[src/sv/fifo_page_table_assert.svh]
// assertion macros for the fifo page table block
`ifndef FIFO_PAGE_TABLE_ASSERT_SVH
`define FIFO_PAGE_TABLE_ASSERT_SVH

`ifndef SYNTHESIS

// same-cycle implication, clocked on clk, off during reset
`define FPT_ASSERT_IMP(lbl, ante, cons) \
  lbl: assert property (@(posedge clk) disable iff (!rst_n) (ante) |-> (cons)) \
    else $error("fifo_page_table assertion failed");

// next-cycle implication, clocked on clk, off during reset
`define FPT_ASSERT_NXT(lbl, ante, cons) \
  lbl: assert property (@(posedge clk) disable iff (!rst_n) (ante) |=> (cons)) \
    else $error("fifo_page_table assertion failed");

`else

`define FPT_ASSERT_IMP(lbl, ante, cons)
`define FPT_ASSERT_NXT(lbl, ante, cons)

`endif

`endif

[src/sv/fpt_pkg.sv]
// shared constants and types of the fifo page table block
package fpt_pkg;

  localparam int PAGES_DEFAULT  = 256;
  localparam int FRAMES_DEFAULT = 64;

  localparam int PAGE_NUM_W  = 8;
  localparam int MODE_W      = 2;
  localparam int FRAME_NUM_W = 6;
  localparam int CFG_W       = 7;
  localparam int PADDR_W     = 3;
  localparam int PDATA_W     = 32;

  localparam logic [CFG_W-1:0] FRAMES_IN_USE_RESET = 7'd64;

  // register index as seen at paddr[2]
  localparam logic REG_FRAMES_IN_USE = 1'b0;

  // page status codes
  localparam logic [1:0] ST_UNUSED   = 2'd0;
  localparam logic [1:0] ST_RESIDENT = 2'd1;
  localparam logic [1:0] ST_ON_DISK  = 2'd2;

  // access modes
  localparam logic [MODE_W-1:0] MODE_READ  = 2'd0;
  localparam logic [MODE_W-1:0] MODE_WRITE = 2'd1;
  localparam logic [MODE_W-1:0] MODE_OTHER = 2'd2;

  // status ram word: status code and dirty bit
  typedef struct packed {
    logic [1:0] status;
    logic       dirty;
  } page_info_t;

endpackage

[src/sv/fpt_ifs.sv]
// request and response channel interfaces of the fifo page table block
interface fpt_req_if;
  logic                            valid;
  logic                            ready;
  logic [fpt_pkg::PAGE_NUM_W-1:0]  page_number;
  logic [fpt_pkg::MODE_W-1:0]      access_mode;

  modport source (output valid, output page_number, output access_mode, input ready);
  modport sink   (input valid, input page_number, input access_mode, output ready);
endinterface

interface fpt_rsp_if;
  logic                            valid;
  logic                            ready;
  logic [fpt_pkg::FRAME_NUM_W-1:0] frame_number;
  logic                            was_hit;
  logic                            evicted_valid;
  logic [fpt_pkg::PAGE_NUM_W-1:0]  victim_page;
  logic                            write_back;
  logic                            bad_page;

  modport source (output valid, output frame_number, output was_hit, output evicted_valid,
                  output victim_page, output write_back, output bad_page, input ready);
  modport sink   (input valid, input frame_number, input was_hit, input evicted_valid,
                  input victim_page, input write_back, input bad_page, output ready);
endinterface

[src/sv/fpt_ram.sv]
// generic single-write, single-read ram with registered read data
module fpt_ram #(
  parameter int W = 8,
  parameter int D = 64
) (
  input  logic                          clk,
  input  logic                          we,
  input  logic [(D > 1 ? $clog2(D) : 1)-1:0] waddr,
  input  logic [W-1:0]                  wdata,
  input  logic [(D > 1 ? $clog2(D) : 1)-1:0] raddr,
  output logic [W-1:0]                  rdata
);

  logic [W-1:0] mem [D];
  logic [W-1:0] rdata_r;

  always_ff @(posedge clk) begin
    if (we) begin
      mem[waddr] <= wdata;
    end
    rdata_r <= mem[raddr];
  end

  assign rdata = rdata_r;

endmodule

[src/sv/fifo_page_table.sv]
// top level of the fifo page table block
//
// in_if carries one page reference per transfer (page_number, access_mode);
// out_if returns exactly one result per reference, in order. frames_in_use
// is set over the apb port at byte address 0; the user is to write it only
// while the block is idle, which the block itself does not enforce. each
// reference is worked by a small sequencer around three rams (page
// status/dirty, page frame, fifo ring), each with one read and one write
// port, so one reference is taken at a time:
//   bad page number: straight from S_IDLE to S_DONE
//   hit or miss on a never-used frame: S_LOOKUP, then S_DONE
//   miss with eviction: S_LOOKUP, S_VREAD (a second, registered status/frame
//   read for the victim), S_FILL, then S_DONE
// after reset the status ram is cleared one entry a cycle with in_if.ready
// low; apb writes are taken throughout. a finished result sits in the output
// register until out_if takes it; the block goes on with the next reference
// meanwhile and holds its following result only if the output register is full.
`include "fifo_page_table_assert.svh"

module fifo_page_table #(
  parameter int PAGES  = fpt_pkg::PAGES_DEFAULT,
  parameter int FRAMES = fpt_pkg::FRAMES_DEFAULT
) (
  input  logic                          clk,
  input  logic                          rst_n,
  fpt_req_if.sink                       in_if,
  fpt_rsp_if.source                     out_if,
  input  logic                          psel,
  input  logic                          penable,
  input  logic                          pwrite,
  input  logic [fpt_pkg::PADDR_W-1:0]   paddr,
  input  logic [fpt_pkg::PDATA_W-1:0]   pwdata,
  output logic [fpt_pkg::PDATA_W-1:0]   prdata,
  output logic                          pready
);

  localparam int PW = (PAGES > 1) ? $clog2(PAGES) : 1;
  localparam int FW = (FRAMES > 1) ? $clog2(FRAMES) : 1;
  localparam int CW = $clog2(FRAMES + 1);
  localparam int UW = (CW > fpt_pkg::CFG_W) ? CW : fpt_pkg::CFG_W;
  localparam int IW = $bits(fpt_pkg::page_info_t);

  typedef enum logic [5:0] {
    S_CLEAR  = 6'b000001,
    S_IDLE   = 6'b000010,
    S_LOOKUP = 6'b000100,
    S_VREAD  = 6'b001000,
    S_FILL   = 6'b010000,
    S_DONE   = 6'b100000
  } state_t;

  state_t state_r, state_nxt;

  // configuration register
  logic [fpt_pkg::CFG_W-1:0] frames_in_use_r;
  logic                      cfg_wr;

  // control state
  logic [PW-1:0] clr_r, clr_nxt;
  logic [FW-1:0] head_r, head_nxt;
  logic [FW-1:0] tail_r, tail_nxt;
  logic [CW-1:0] handed_r, handed_nxt;

  // current reference
  logic [PW-1:0] pno_r, pno_nxt;
  logic          wmode_r, wmode_nxt;
  logic [PW-1:0] victim_r, victim_nxt;
  logic [FW-1:0] frame_r, frame_nxt;

  // pending result
  logic [FW-1:0] res_frame_r, res_frame_nxt;
  logic          res_hit_r, res_hit_nxt;
  logic          res_evict_r, res_evict_nxt;
  logic          res_wb_r, res_wb_nxt;
  logic          res_bad_r, res_bad_nxt;

  // output register
  logic                             out_valid_r, out_valid_nxt;
  logic [fpt_pkg::FRAME_NUM_W-1:0]  out_frame_r, out_frame_nxt;
  logic                             out_hit_r, out_hit_nxt;
  logic                             out_evict_r, out_evict_nxt;
  logic [fpt_pkg::PAGE_NUM_W-1:0]   out_victim_r, out_victim_nxt;
  logic                             out_wb_r, out_wb_nxt;
  logic                             out_bad_r, out_bad_nxt;

  // ram ports
  logic                 info_we;
  logic [PW-1:0]        info_waddr, info_raddr;
  fpt_pkg::page_info_t  info_wdata, info_rdata;
  logic [IW-1:0]        info_rdata_raw;
  logic                 frm_we;
  logic [PW-1:0]        frm_waddr, frm_raddr;
  logic [FW-1:0]        frm_wdata, frm_rdata;
  logic                 ring_we;
  logic [PW-1:0]        ring_rdata;

  logic          in_xfer;
  logic          in_bad;
  logic [PW-1:0] in_idx;
  logic [UW-1:0] cfg_ext, usable;
  logic          free_frame;

  // ---------------------------------------------------------------- apb port
  assign pready = 1'b1;
  assign cfg_wr = psel && penable && pwrite;

  always_ff @(posedge clk) begin
    if (!rst_n) begin
      frames_in_use_r <= fpt_pkg::FRAMES_IN_USE_RESET;
    end else if (cfg_wr && (paddr[2] == fpt_pkg::REG_FRAMES_IN_USE)) begin
      frames_in_use_r <= pwdata[fpt_pkg::CFG_W-1:0];
    end
  end

  assign prdata = (paddr[2] == fpt_pkg::REG_FRAMES_IN_USE)
                ? fpt_pkg::PDATA_W'(frames_in_use_r) : '0;

  // usable frames: register clamped to 1..FRAMES
  always_comb begin
    cfg_ext = UW'(frames_in_use_r);
    if (cfg_ext == '0) begin
      usable = UW'(1);
    end else if (cfg_ext > UW'(FRAMES)) begin
      usable = UW'(FRAMES);
    end else begin
      usable = cfg_ext;
    end
  end

  assign free_frame = UW'(handed_r) < usable;

  // ---------------------------------------------------------------- input side
  assign in_if.ready = (state_r == S_IDLE);
  assign in_xfer     = in_if.valid && in_if.ready;
  assign in_bad      = 32'(in_if.page_number) >= 32'(PAGES);
  assign in_idx      = PW'(in_if.page_number);

  // ---------------------------------------------------------------- rams
  assign info_rdata = fpt_pkg::page_info_t'(info_rdata_raw);

  fpt_ram #(.W(IW), .D(PAGES)) u_info_ram (
    .clk   (clk),
    .we    (info_we),
    .waddr (info_waddr),
    .wdata (IW'(info_wdata)),
    .raddr (info_raddr),
    .rdata (info_rdata_raw)
  );

  fpt_ram #(.W(FW), .D(PAGES)) u_frame_ram (
    .clk   (clk),
    .we    (frm_we),
    .waddr (frm_waddr),
    .wdata (frm_wdata),
    .raddr (frm_raddr),
    .rdata (frm_rdata)
  );

  // ring is written at the tail, always read at the head
  fpt_ram #(.W(PW), .D(FRAMES)) u_ring_ram (
    .clk   (clk),
    .we    (ring_we),
    .waddr (tail_r),
    .wdata (pno_r),
    .raddr (head_r),
    .rdata (ring_rdata)
  );

  // ---------------------------------------------------------------- sequencer
  always_comb begin
    state_nxt      = state_r;
    clr_nxt        = clr_r;
    head_nxt       = head_r;
    tail_nxt       = tail_r;
    handed_nxt     = handed_r;
    pno_nxt        = pno_r;
    wmode_nxt      = wmode_r;
    victim_nxt     = victim_r;
    frame_nxt      = frame_r;
    res_frame_nxt  = res_frame_r;
    res_hit_nxt    = res_hit_r;
    res_evict_nxt  = res_evict_r;
    res_wb_nxt     = res_wb_r;
    res_bad_nxt    = res_bad_r;
    out_valid_nxt  = out_valid_r;
    out_frame_nxt  = out_frame_r;
    out_hit_nxt    = out_hit_r;
    out_evict_nxt  = out_evict_r;
    out_victim_nxt = out_victim_r;
    out_wb_nxt     = out_wb_r;
    out_bad_nxt    = out_bad_r;

    info_we           = 1'b0;
    info_waddr        = pno_r;
    info_wdata.status = fpt_pkg::ST_RESIDENT;
    info_wdata.dirty  = wmode_r;
    info_raddr        = in_idx;
    frm_we            = 1'b0;
    frm_waddr         = pno_r;
    frm_wdata         = frame_r;
    frm_raddr         = in_idx;
    ring_we           = 1'b0;

    // result taken by the sink frees the output register
    if (out_valid_r && out_if.ready) begin
      out_valid_nxt = 1'b0;
    end

    unique case (state_r)
      S_CLEAR: begin
        info_we           = 1'b1;
        info_waddr        = clr_r;
        info_wdata.status = fpt_pkg::ST_UNUSED;
        info_wdata.dirty  = 1'b0;
        clr_nxt           = clr_r + PW'(1);
        if (clr_r == PW'(PAGES - 1)) begin
          state_nxt = S_IDLE;
        end
      end

      S_IDLE: begin
        // status and frame reads of the requested page go out here
        if (in_xfer) begin
          pno_nxt       = in_idx;
          wmode_nxt     = (in_if.access_mode == fpt_pkg::MODE_WRITE);
          res_hit_nxt   = 1'b0;
          res_evict_nxt = 1'b0;
          res_wb_nxt    = 1'b0;
          res_frame_nxt = '0;
          res_bad_nxt   = in_bad;
          state_nxt     = in_bad ? S_DONE : S_LOOKUP;
        end
      end

      S_LOOKUP: begin
        if (info_rdata.status == fpt_pkg::ST_RESIDENT) begin
          // hit: only a write touches the entry
          res_hit_nxt   = 1'b1;
          res_frame_nxt = frm_rdata;
          info_we       = wmode_r;
          info_wdata.dirty = 1'b1;
          state_nxt     = S_DONE;
        end else if (free_frame) begin
          // miss on a never-used frame
          res_frame_nxt = FW'(handed_r);
          handed_nxt    = handed_r + CW'(1);
          info_we       = 1'b1;
          frm_we        = 1'b1;
          frm_wdata     = FW'(handed_r);
          ring_we       = 1'b1;
          tail_nxt      = (tail_r == FW'(FRAMES - 1)) ? '0 : tail_r + FW'(1);
          state_nxt     = S_DONE;
        end else begin
          // miss with eviction: read the oldest page's entry
          victim_nxt    = ring_rdata;
          info_raddr    = ring_rdata;
          frm_raddr     = ring_rdata;
          res_evict_nxt = 1'b1;
          state_nxt     = S_VREAD;
        end
      end

      S_VREAD: begin
        // victim goes to disk if dirty, else back to unused
        res_wb_nxt        = info_rdata.dirty;
        res_frame_nxt     = frm_rdata;
        frame_nxt         = frm_rdata;
        info_we           = 1'b1;
        info_waddr        = victim_r;
        info_wdata.status = info_rdata.dirty ? fpt_pkg::ST_ON_DISK : fpt_pkg::ST_UNUSED;
        info_wdata.dirty  = 1'b0;
        head_nxt          = (head_r == FW'(FRAMES - 1)) ? '0 : head_r + FW'(1);
        state_nxt         = S_FILL;
      end

      S_FILL: begin
        // reload into the freed frame
        info_we   = 1'b1;
        frm_we    = 1'b1;
        ring_we   = 1'b1;
        tail_nxt  = (tail_r == FW'(FRAMES - 1)) ? '0 : tail_r + FW'(1);
        state_nxt = S_DONE;
      end

      S_DONE: begin
        // hand over to the output register once it is free
        if (!out_valid_r || out_if.ready) begin
          out_valid_nxt  = 1'b1;
          out_frame_nxt  = fpt_pkg::FRAME_NUM_W'(res_frame_r);
          out_hit_nxt    = res_hit_r;
          out_evict_nxt  = res_evict_r;
          out_victim_nxt = res_evict_r ? fpt_pkg::PAGE_NUM_W'(victim_r) : '0;
          out_wb_nxt     = res_wb_r;
          out_bad_nxt    = res_bad_r;
          state_nxt      = S_IDLE;
        end
      end

      default: begin
        state_nxt = S_CLEAR;
      end
    endcase
  end

  always_ff @(posedge clk) begin
    if (!rst_n) begin
      state_r     <= S_CLEAR;
      clr_r       <= '0;
      head_r      <= '0;
      tail_r      <= '0;
      handed_r    <= '0;
      out_valid_r <= 1'b0;
    end else begin
      state_r     <= state_nxt;
      clr_r       <= clr_nxt;
      head_r      <= head_nxt;
      tail_r      <= tail_nxt;
      handed_r    <= handed_nxt;
      out_valid_r <= out_valid_nxt;
    end
  end

  // payload registers, no reset
  always_ff @(posedge clk) begin
    pno_r        <= pno_nxt;
    wmode_r      <= wmode_nxt;
    victim_r     <= victim_nxt;
    frame_r      <= frame_nxt;
    res_frame_r  <= res_frame_nxt;
    res_hit_r    <= res_hit_nxt;
    res_evict_r  <= res_evict_nxt;
    res_wb_r     <= res_wb_nxt;
    res_bad_r    <= res_bad_nxt;
    out_frame_r  <= out_frame_nxt;
    out_hit_r    <= out_hit_nxt;
    out_evict_r  <= out_evict_nxt;
    out_victim_r <= out_victim_nxt;
    out_wb_r     <= out_wb_nxt;
    out_bad_r    <= out_bad_nxt;
  end

  // ---------------------------------------------------------------- output side
  assign out_if.valid         = out_valid_r;
  assign out_if.frame_number  = out_frame_r;
  assign out_if.was_hit       = out_hit_r;
  assign out_if.evicted_valid = out_evict_r;
  assign out_if.victim_page   = out_victim_r;
  assign out_if.write_back    = out_wb_r;
  assign out_if.bad_page      = out_bad_r;

  // ---------------------------------------------------------------- assertions
  `FPT_ASSERT_IMP(a_handed_bound, 1'b1, handed_r <= CW'(FRAMES))
  `FPT_ASSERT_NXT(a_accept_next, in_xfer, state_r == S_LOOKUP || state_r == S_DONE)
  `FPT_ASSERT_IMP(a_vread_from_lookup, state_r == S_VREAD, $past(state_r) == S_LOOKUP)
  `FPT_ASSERT_IMP(a_hit_no_evict, out_if.valid && out_if.was_hit, !out_if.evicted_valid)
  `FPT_ASSERT_IMP(a_wb_needs_evict, out_if.valid && out_if.write_back, out_if.evicted_valid)

endmodule
[src/flat_wrapper.sv]
// flat-port wrapper written by rule: the top's interface ports become plain ports
module fifo_page_table_flat 
#(
  parameter int PAGES  = fpt_pkg::PAGES_DEFAULT,
  parameter int FRAMES = fpt_pkg::FRAMES_DEFAULT
)
  (clk, rst_n, psel, penable, pwrite, paddr, pwdata, prdata, pready, in_if_valid, in_if_page_number, in_if_access_mode, in_if_ready, out_if_valid, out_if_frame_number, out_if_was_hit, out_if_evicted_valid, out_if_victim_page, out_if_write_back, out_if_bad_page, out_if_ready);
  fpt_req_if in_if_i ();
  fpt_rsp_if out_if_i ();
  input  logic clk;
  input  logic rst_n;
  input  logic psel;
  input  logic penable;
  input  logic pwrite;
  input  logic [fpt_pkg::PADDR_W-1:0] paddr;
  input  logic [fpt_pkg::PDATA_W-1:0] pwdata;
  output logic [fpt_pkg::PDATA_W-1:0] prdata;
  output logic pready;
  input wire logic [$bits(in_if_i.valid)-1:0] in_if_valid;
  input wire logic [$bits(in_if_i.page_number)-1:0] in_if_page_number;
  input wire logic [$bits(in_if_i.access_mode)-1:0] in_if_access_mode;
  output wire logic [$bits(in_if_i.ready)-1:0] in_if_ready;
  output wire logic [$bits(out_if_i.valid)-1:0] out_if_valid;
  output wire logic [$bits(out_if_i.frame_number)-1:0] out_if_frame_number;
  output wire logic [$bits(out_if_i.was_hit)-1:0] out_if_was_hit;
  output wire logic [$bits(out_if_i.evicted_valid)-1:0] out_if_evicted_valid;
  output wire logic [$bits(out_if_i.victim_page)-1:0] out_if_victim_page;
  output wire logic [$bits(out_if_i.write_back)-1:0] out_if_write_back;
  output wire logic [$bits(out_if_i.bad_page)-1:0] out_if_bad_page;
  input wire logic [$bits(out_if_i.ready)-1:0] out_if_ready;
  assign in_if_i.valid = in_if_valid;
  assign in_if_i.page_number = in_if_page_number;
  assign in_if_i.access_mode = in_if_access_mode;
  assign in_if_ready = in_if_i.ready;
  assign out_if_valid = out_if_i.valid;
  assign out_if_frame_number = out_if_i.frame_number;
  assign out_if_was_hit = out_if_i.was_hit;
  assign out_if_evicted_valid = out_if_i.evicted_valid;
  assign out_if_victim_page = out_if_i.victim_page;
  assign out_if_write_back = out_if_i.write_back;
  assign out_if_bad_page = out_if_i.bad_page;
  assign out_if_i.ready = out_if_ready;
  fifo_page_table #(.PAGES(PAGES), .FRAMES(FRAMES)) u_core (.clk(clk), .rst_n(rst_n), .in_if(in_if_i), .out_if(out_if_i), .psel(psel), .penable(penable), .pwrite(pwrite), .paddr(paddr), .pwdata(pwdata), .prdata(prdata), .pready(pready));
endmodule
[config.mk]
export PLATFORM = sky130hd
export DESIGN_NAME = fifo_page_table_flat
export DESIGN_NICKNAME = d
export VERILOG_FILES = /design/src/sv/fpt_pkg.sv /design/src/sv/fpt_ifs.sv /design/src/sv/fpt_ram.sv /design/src/sv/fifo_page_table.sv /design/src/flat_wrapper.sv
export VERILOG_INCLUDE_DIRS = /design/src /design/src/sv
export SDC_FILE = /design/constraint.sdc
export NUM_CORES = 2
export LEC_CHECK = 0
export BUFFER_PORTS_ARGS = -buffer_cell sky130_fd_sc_hd__buf_2
export CORE_ASPECT_RATIO = 0.9
export CORE_MARGIN = 1.5
export CORE_UTILIZATION = 45
export CTS_BUF_LIST = sky130_fd_sc_hd__clkbuf_16
export DETAILED_ROUTE_END_ITERATION = 8
export GPL_TIMING_DRIVEN = 0
export MAX_ROUTING_LAYER = met4
export PLACE_DENSITY = 0.63
export SKIP_LAST_GASP = 1
export SYNTH_ARGS = -nofsm -noshare
export SYNTH_HDL_FRONTEND = slang
export SYNTH_HIERARCHICAL = 1
export SYNTH_SLANG_ARGS = --single-unit
[constraint.sdc]
create_clock -name clk -period 6.9 [get_ports clk]
set_input_delay 0.345 -clock clk [delete_from_list [all_inputs] [get_ports clk]]
set_output_delay 0.345 -clock clk [all_outputs]
set_load 0.01 [all_outputs]
==> impl_results.md <==
* Vias in the first global route at approximately 60000
* Final Max Slew Viols at 10
* Slew @ Worst Pin at 1.503 ns
* Final std cells w/o fill at slightly above 10000
* WL per Instance at 33.66 microns
* Reg2reg path depth at 16
* Leak pwr at about 41 nW
* H-tree levels at 5
* Sequential fraction of design power at 53.0%
* Setup WS pre-CTS at -1.072 ns
* Synthesized area at between 100000 and 150000 sq um
* Tmin final at 6.943 ns
* Maximum VDD drop at about 0.0002 V
* Crit share post-route at 100.6%
* Synth unique cells at between 80 and 90
* Fin. Hold Viols at 0
* Num rows at 176
* Fill count at roughly 20000
* DR pass1 iterations at 7
* Die area at 259900 sq um
* Initial antenna violation count at 15
* Setup violations, final at 3
* Later-pin clock latency in the skew report at between 0.8 and 0.9 ns
* Hold_sp: in_if_page_number[1]
* Vias at ~64000
* CP Max Fanout at 17
* Chip width at 537.2 microns
* Nature of the critical path endpoint: flip-flop
* Gpl congestion at between 0.9 and 1
* Comb pwr share at ~3.8%
* Port buffer count at 50
* Switching power as a share of total power at between 20% and 30%
* RSZ-0062 raised after global routing: no
* Post-synth EDFFs at 2865
* Clock Root Buffer: clkbuf_16
* Global-route wire length before repair at between 400000 and 500000 microns
* YS warnings at 6
* Max Cap Viol at 1
* Largest net degree at the start of global routing at 151
* Seq/Total Area, Yosys at between 70% and 80%
* Data arrival time at the worst-slack endpoint at 7.67 ns
* Vias per cell at ~6.3
* Hold_ws at 0.2334 ns
* RR Endpoint: u_core/u_frame_ram/rdata[4]
* Sw Pwr at 7.623 mW
* Post-synthesis cell count at ~6000
* Slew HR at -0.2053%
* Ratio of cells with drive above 1 in the final layout at 21.11%
* Syn-to-layout area delta at 13.33%
* Most common library cells after synthesis: 2865 x edfxtp_1, 664 x nor2_1, 610 x mux4_2
* Power density cells at roughly 280 nW/um^2
* DRT antenna net count at 0
* GR Util All Layers at between 20% and 30%
* Clock slew at reported path FFs at roughly 0.060 ns
* Cell taking the most area after synthesis: edfxtp_1
* Outcome: finished with violations
* FFs w/ async S/R, synth at 0%
* Int Pwr at 28.64 mW
* R2r setup slk at -0.04 ns
* Main area contributors after synthesis: edfxtp_1 74%, mux4_2 12%, nor2_1 2.2%
* Core Region at 255400 sq um
* Crit path launch: u_core/cfg_ext[6]
* FF+latch count, synth at between 2000 and 3000
* Num ports at 105
* Crit path launch type: flip-flop
* Die height at ~480 microns
* Final setup margin at -0.04262 ns
* Clock share of power at 43.3%
* Max clock buf depth at 4
* GRT Residual Overflow at 0
* Syn Area/Cell at between 15 and 20 sq um
* CP Class: flip-flop to flip-flop
* Max Clock Skew at between 0.05 and 0.06 ns
* Drt first-iter violations at approximately 10000
* Initial Util at a little under half
* Top-area cell type share of the netlist area at approximately three quarters
* Post-CTS Setup Inserts at 0
* CTS tree: yes
* Drc violations at 0
* Final WL at about 340000 microns
* Post-DP HPWL at about 220000 microns
* Num Clock Sinks at a little under 3000
* Total CTS buffers at around 300
* Failing checks: max-capacitance violations, max-slew violations, negative setup slack
* Ys flop type: edfxtp_1
* Most common cell in the synthesized netlist: edfxtp_1
* Critical R2R Launch: u_core/cfg_ext[6]
* Worst EP required at approximately 7.6 ns
* Peak Freq at 0.1440 GHz
* CP Capture Point: u_core/u_frame_ram/rdata[4]
* Placed Cells at roughly 9500
* Final Net Count at roughly 6500
* Worst Hold Class: primary input to flip-flop
[power by group through the flow]
stage                     Sequential [mW]  Clock [mW]  Combinational [mW]
after floorplan                      19.6           0               0.737
after global placement               19.6           0                1.30
after detailed placement             19.6           0                1.30
after CTS                            19.2        15.9                1.32
after global routing                 19.2        16.5                1.38
final                                19.2        15.7                1.36
[area by class of cell]
class,count,area [sq um],area share [%]
clock buffer,304,7607,5.808
buffer,380,2201,1.680
tap,3382,4232,3.231
inverter,17,65.06,0.04967
sequential,2923,87190,66.57
clock inverter,221,1792,1.368
antenna,19,47.55,0.03630
multi-input combinational,2701,26490,20.23
timing repair buffer,105,1349,1.030
[per-stage QoR]
stage	power, mW	instance area, sq um	setup TNS, ns	utilization, %
global route	37.13	131000	0	51.27
detailed placement	20.90	121200	-5.122	47.43
floorplan	20.32	115700	0	-
global placement	20.89	120100	-5892.16	47.03
finish	36.27	131000	-0.05078	51.27
CTS	36.42	130900	0	51.24
[timing repair]
| item | CTS | global route |
|---|---|---|
| endpoints found under the setup margin | 8 | 8 |
| endpoints found under the hold margin | 23 | 0 |
| hold buffers | 20 | 0 |
| pin swaps | 0 | 1 |
| gates resized for setup | 51 | 21 |
[state kept, by name, indices dropped and copies added, names as in the netlist, 3 cells and up]
signal and flops:
u_core/u_frame_ram/mem 1536, u_core/u_info_ram/mem 768, u_core/u_ring_ram/mem 512, u_core/clr_r 8, u_core/frm_waddr 8, u_core/out_if.victim_page 8, u_core/u_ring_ram/rdata 8, u_core/victim_r 8
u_core/cfg_ext 7, u_core/handed_r 7, u_core/frame_r 6, u_core/head_r 6, u_core/out_if.frame_number 6, u_core/res_frame_r 6, u_core/state_r 6, u_core/tail_r 6
u_core/u_frame_ram/rdata 6, u_core/u_info_ram/rdata 3
[cell families after synthesis]
logic type	synth area share, %
AND/OR/NAND/NOR	4.828
XOR/XNOR	0.1213
other	0.006498
AO/OA/AOI/OAI	3.224
flip-flops	75.45
buffers and inverters	1.881
adder cells (fa/ha/maj)	0.1083
multiplexers	14.38
[per-layer routing]
| metal | vias up | routed length, microns | track usage (%) |
|---|---|---|---|
| met2 | 4271 | 152600 | 38.84 |
| met1 | 33240 | 131300 | 36.21 |
| met3 | 776 | 39690 | 6.322 |
| met5 | - | 0 | - |
| li1 | 25250 | - | - |
| met4 | 0 | 14740 | 10.01 |
[layout by cell type, fill, tap and decap left out, types with 20 or more instances in the layout]
master,count
edfxtp_1,2865
nor2_1,664
mux4_2,610
clkbuf_16,304
mux2i_1,233
nand2_1,164
clkbuf_1,150
a22oi_1,133
buf_2,102
nand3_1,102
buf_4,88
nor2b_1,80
inv_1,77
a21oi_1,76
dfxtp_1,58
clkinv_1,56
o21ai_0,50
o22ai_1,47
and2_1,43
mux2_2,43
clkinv_2,42
nor3_1,41
o221ai_1,39
buf_6,34
nand4_1,31
clkbuf_2,31
buf_16,30
conb_1,27
bufinv_16,26
a211oi_1,26
nand2b_1,21
dlygate4sd3_1,20
a221oi_1,20
[critical path, stage by stage, from the launching register on]
cell and delay (ns):
dfxtp_1 0.34, clkinv_1 0.34, ha_1 0.44, nand4_1 0.10
a21oi_1 0.23, a41oi_4 0.25, nor2b_1 0.29, buf_2 0.40
mux2_2 0.62, buf_2 0.38, buf_2 0.31, nor2_1 1.00
nand2_1 0.45, o221ai_1 0.33, o21ai_0 0.38, nor3_1 0.49
a211o_1 0.38
[worst min-delay path by stage]
| stage | cells after the start | slack [ns] | to |
|---|---|---|---|
| 5_1_grt | 2 | 0.23 | u_core/frm_waddr[2] |
| 3_5_place_dp | 0 | 0.42 | u_core/victim_r[4] |
| 6_report | 2 | 0.23 | u_core/frm_waddr[1] |
| 4_1_cts | 2 | 0.17 | u_core/frm_waddr[1] |
| 3_3_place_gp | 0 | 0.41 | u_core/victim_r[4] |
| 2_1_floorplan | 0 | 0.40 | u_core/out_if.frame_number[0] |
Power figures use the tool's default switching activity.
